**config.mk**
```make
export PLATFORM = sky130hd
export DESIGN_NAME = imh_ram
export DESIGN_NICKNAME = d
export VERILOG_FILES = /design/src/rtl/core/imh_ram.sv
export SDC_FILE = /design/constraint.sdc
export NUM_CORES = 1
export LEC_CHECK = 0
export BUFFER_PORTS_ARGS = -buffer_cell sky130_fd_sc_hd__buf_2
export CORE_UTILIZATION = 40
export DETAILED_ROUTE_END_ITERATION = 8
export GPL_TIMING_DRIVEN = 0
export PLACE_DENSITY = 0.67
export SYNTH_ARGS = -nofsm -noshare
export SYNTH_HDL_FRONTEND = slang
export SYNTH_SLANG_ARGS = --single-unit
```
**constraint.sdc**
```tcl
create_clock -name clk -period 2.62 [get_ports clk]
set_clock_uncertainty 0.1 [all_clocks]
set_input_delay 0.524 -clock clk [delete_from_list [all_inputs] [get_ports clk]]
set_output_delay 0.524 -clock clk [all_outputs]
set_load 0.03 [all_outputs]
```
**src/rtl/core/imh_ram.sv**
```systemverilog
`timescale 1ns / 1ps
`default_nettype none
// ----------------------------------------------------------------------------
// imh_ram
// Generic single-port synchronous RAM with a registered read.
// ----------------------------------------------------------------------------
module imh_ram #(
	parameter int WIDTH = 8,
	parameter int DEPTH = 16
) (
	input  wire logic                     clk,
	input  wire logic                     we,
	input  wire logic [$clog2(DEPTH)-1:0] addr,
	input  wire logic [WIDTH-1:0]         wdata,
	output logic      [WIDTH-1:0]         rdata
);
	logic [WIDTH-1:0] mem [DEPTH];

	always_ff @(posedge clk) begin
		if (we) begin
			mem[addr] <= wdata;
		end
		rdata <= mem[addr];
	end
endmodule
`default_nettype wire

```
## Yosys cells after proc, flatten, opt, wreduce, memory -nomap -nowiden

Memory sizes are Yosys's and may differ from the RTL's. A register that Yosys moved wholly into a read port is not among the register bits.
Cells that the tools add are included.

| storage, ports and cells | value |
|---|---|
| bits in registers | 0 |
| output and inout bits | 8 |
| memory bits (writable) | 128 |
| logic and storage cells | 3 |
| input port bits | 14 |
| memories kept | 1 |

Memory list:

| name | depth | bits a word | read ports | clocked after Yosys merged registers in | write ports | line | source |
|---|---|---|---|---|---|---|---|
| mem | 16 | 8 | 1 | 1 | 1 | 17 | `logic [WIDTH-1:0] mem [DEPTH];` |

| cells by class | value |
|---|---|
| muxes and demuxes | 2 |

Operator list:

| cell | count |
|---|---|
| $mux W1 | 2 |

## Logic depth before layout (Yosys ltp)

| logic depth | value |
|---|---|
| word-level depth | 2 |
| gate-level depth with buffers | 5 |
| depth with buffers taken out | 3 |

## Worst setup path after synthesis

OpenSTA, ideal clock, no wires.

| timing path | value |
|---|---|
| path kind | input-to-reg |
| from | input addr[2] |
| to | memory mem[0][0] (enable) |
| arrival | 1634 ps |
| required time | 2137 ps |
| setup time | 383 ps |
| stages on the path | 2 |
| slack | 503 ps |
| path buffers | 0 |
| cell sequence | or3b_2 -> nor3_1 |

RTL lines:

| what | line | source |
|---|---|---|
| from (decl) | 13 | `input wire logic [$clog2(DEPTH)-1:0] addr,` |
| to (decl) | 17 |  |

No word-level cell before the write port.

## Worst setup path after layout

| timing path | value |
|---|---|
| from | input addr[2] |
| to | memory mem[0][1] (enable) |

No word-level cell before the write port.

==> impl_metrics.toml <==
[worst_setup_path]
cp-end-kind = "flop"
worst_path_max_delay_cell = "nor3_1"
cp_top_family = "simple AND/OR/NAND/NOR gates"
cp_data_required_time_ps = 2520
worstSetupPathType = "input pin to flop"
cpPeakStageDelay_ps = 1030
startpoint_type = "input pin"
crit_chain = "buf_2 > or3b_2 > nor3_1"
crit_fanout = 8
crit_arrival_ps = 2230
crit_buf_inv = 1

[timing]
setup_tns_ps = 0
rsz0062_at_grt = "false"
period_share = 0.887
slew_headroom = 0.104
finalSetupViolations = 0
slew_viol_final = 0
fmax_ghz = 0.430
hold_violations = 0
tightest_slew_ps = 1330
min_period_ps = 2320

[yosys]
synth_cell_types = 18
synth-seq-area-share = 0.790
synthArstFlopShare = 0
synthTopCellsByArea = "edfxtp_1, mux4_2, dfxtp_1, a22oi_1, nor2_1"
ys_ff_latch = 136
post_synth_most_frequent_cells = "edfxtp_1, mux4_2, a22oi_1, nor2_1, nand2_1"
yosysMostFrequentCell = "edfxtp_1"
yosysTopAreaCell = "edfxtp_1"
syn_area_per_cell_um2 = 22.0
synth_top_area_share = 0.759
syn_area_mm2 = 0.00507
yosys_warnings = 0
synth_edf_count = 128
ys.flop_type = "edfxtp_1"
postSynthCellCount = 230
syn_nets = 244

[power]
totalPowerFinal_mw = 4.93
p_int_mw = 3.92
power_frac_comb = 0.052
p_per_area_mw_per_mm2 = 830
p_clk_frac = 0.452
vdd_ir_drop_max_uv = 437
cellLeakagePower_nw = 1.91
p_seq_frac = 0.496
power.switching_mw = 1.01
switching_share = 0.205

[global_routing]
grt_max_degree = 17
grt_pass1_vias = 2330
antenna_found_initial = 0
grt_pass1_wl_um = 14700
grt_overflow = 0
track_usage = 0.165

[cts]
hold_buffers = 0
ctsResizeCount = 0
path_clk_slew_ps = 60
cts_setup_buffers = 0
clk_latency_ps = 400
htreeDepth = 4
cts_tree = "built"
clock_sinks = 136
cts_made_buffers = 17
cts_root_buf = "clkbuf_16"
cts.path.max_buffers = 2

[detailed_routing]
ant_nets = 0
drt_wl_total_um = 9870
drt_iter0_drc = 228
via_per_inst = 5.19
drc_errors = 0
vias = 2327
drt_pass1_iterations = 4
wl_per_cell_um = 22.0

[floorplanning]
dieWidth_um = 115
start_util = 0.417
core_mm2 = 0.0122
row_count = 40
pin_count = 22
chipHeight_um = 115
fp.dieArea_mm2 = 0.0131

[final_layout]
drive_gt1_frac = 0.307
area_growth_pct = 17.2
diodes = 0
final_cell_count_no_fill = 448
nNetsFinal = 282
post-route-cell-area_mm2 = 0.00594

[placed_design]
placedCellCount = 417
placed_cell_area_mm2 = 0.00537
place_congestion = 0.723
hpwl_um = 5980
numPortBuffers = 19

[run_status]
status = "finished clean"

[job]
maxCapViolations = 0

[min_path]
hp-class = "input pin to flop"
## layout by cell type (no fill, tap or decap), types with 3 or more instances in the layout
cell type   count
nand2_1         9
mux4_2         32
clkinv_2        3
edfxtp_1      128
buf_1           4
nor2_1         13
dfxtp_1         8
nor3_1          3
a22oi_1        16
clkbuf_16      17
clkinvlp_4      3
clkbuf_1        4
buf_2          21
## power by group through the flow
stage                     Sequential [mW]  Combinational (mW)  Clock (mW)
after floorplan                      2.52               0.125           0
after global placement               2.49               0.252           0
after detailed placement             2.49               0.257           0
after CTS                            2.45               0.259        2.26
after global routing                 2.45               0.273        2.34
final                                2.44               0.257        2.23
## logic make-up (layout without fill, tap and decap cells)
logic type,count (synthesis),in the layout,synth area share
and+or+nand+nor,35,35,0.0321
buffers and inverters,11,61,0.0119
AOI/OAI and AO/OA,16,16,0.0237
DFF,136,136,0.790
muxes,32,32,0.142
## state kept, by name, summed over array words and instances, names as in the netlist
register,cells
rdata,8
mem,128
## per-stage QoR
step / hold WS, ps / setup slack, ps / utilization
after floorplan: 523 / 503 / -
after global placement: 577 / -180 / 0.442
after detailed placement: 591 / -101 / 0.442
after CTS: 409 / 292 / 0.488
after global routing: 421 / 237 / 0.488
final: 426 / 297 / 0.488
## metal layers
layer | GRT usage | share of wire | vias up
met5 | 0 | 0 | -
met4 | 0.0494 | 0.0034 | 0
met3 | 0.0450 | 0.070 | 4
met2 | 0.260 | 0.49 | 91
met1 | 0.225 | 0.44 | 1194
li1 | - | - | 1038
## area by class of cell
class                      instances  area, um^2
buffer                            11        60.1
clock buffer                      19         433
clock inverter                    12         128
fill                             973        6220
multi-input combinational         83        1010
sequential                       136        4000
tap                              168         210
timing repair buffer              19        95.1
## worst paths after layout
path                              from                   to  slack [ps]  cells past startpoint
hold reg to reg   mem[10][3]$_DFFE_PP_     rdata[3]$_DFF_P_         600                      3
hold / removal                wdata[2]  mem[6][2]$_DFFE_PP_         430                      1
setup / recovery               addr[2]  mem[0][1]$_DFFE_PP_         300                      3
setup reg to reg   mem[3][3]$_DFFE_PP_     rdata[3]$_DFF_P_        1100                      3
Note: power is estimated with default switching activity, not from simulation.
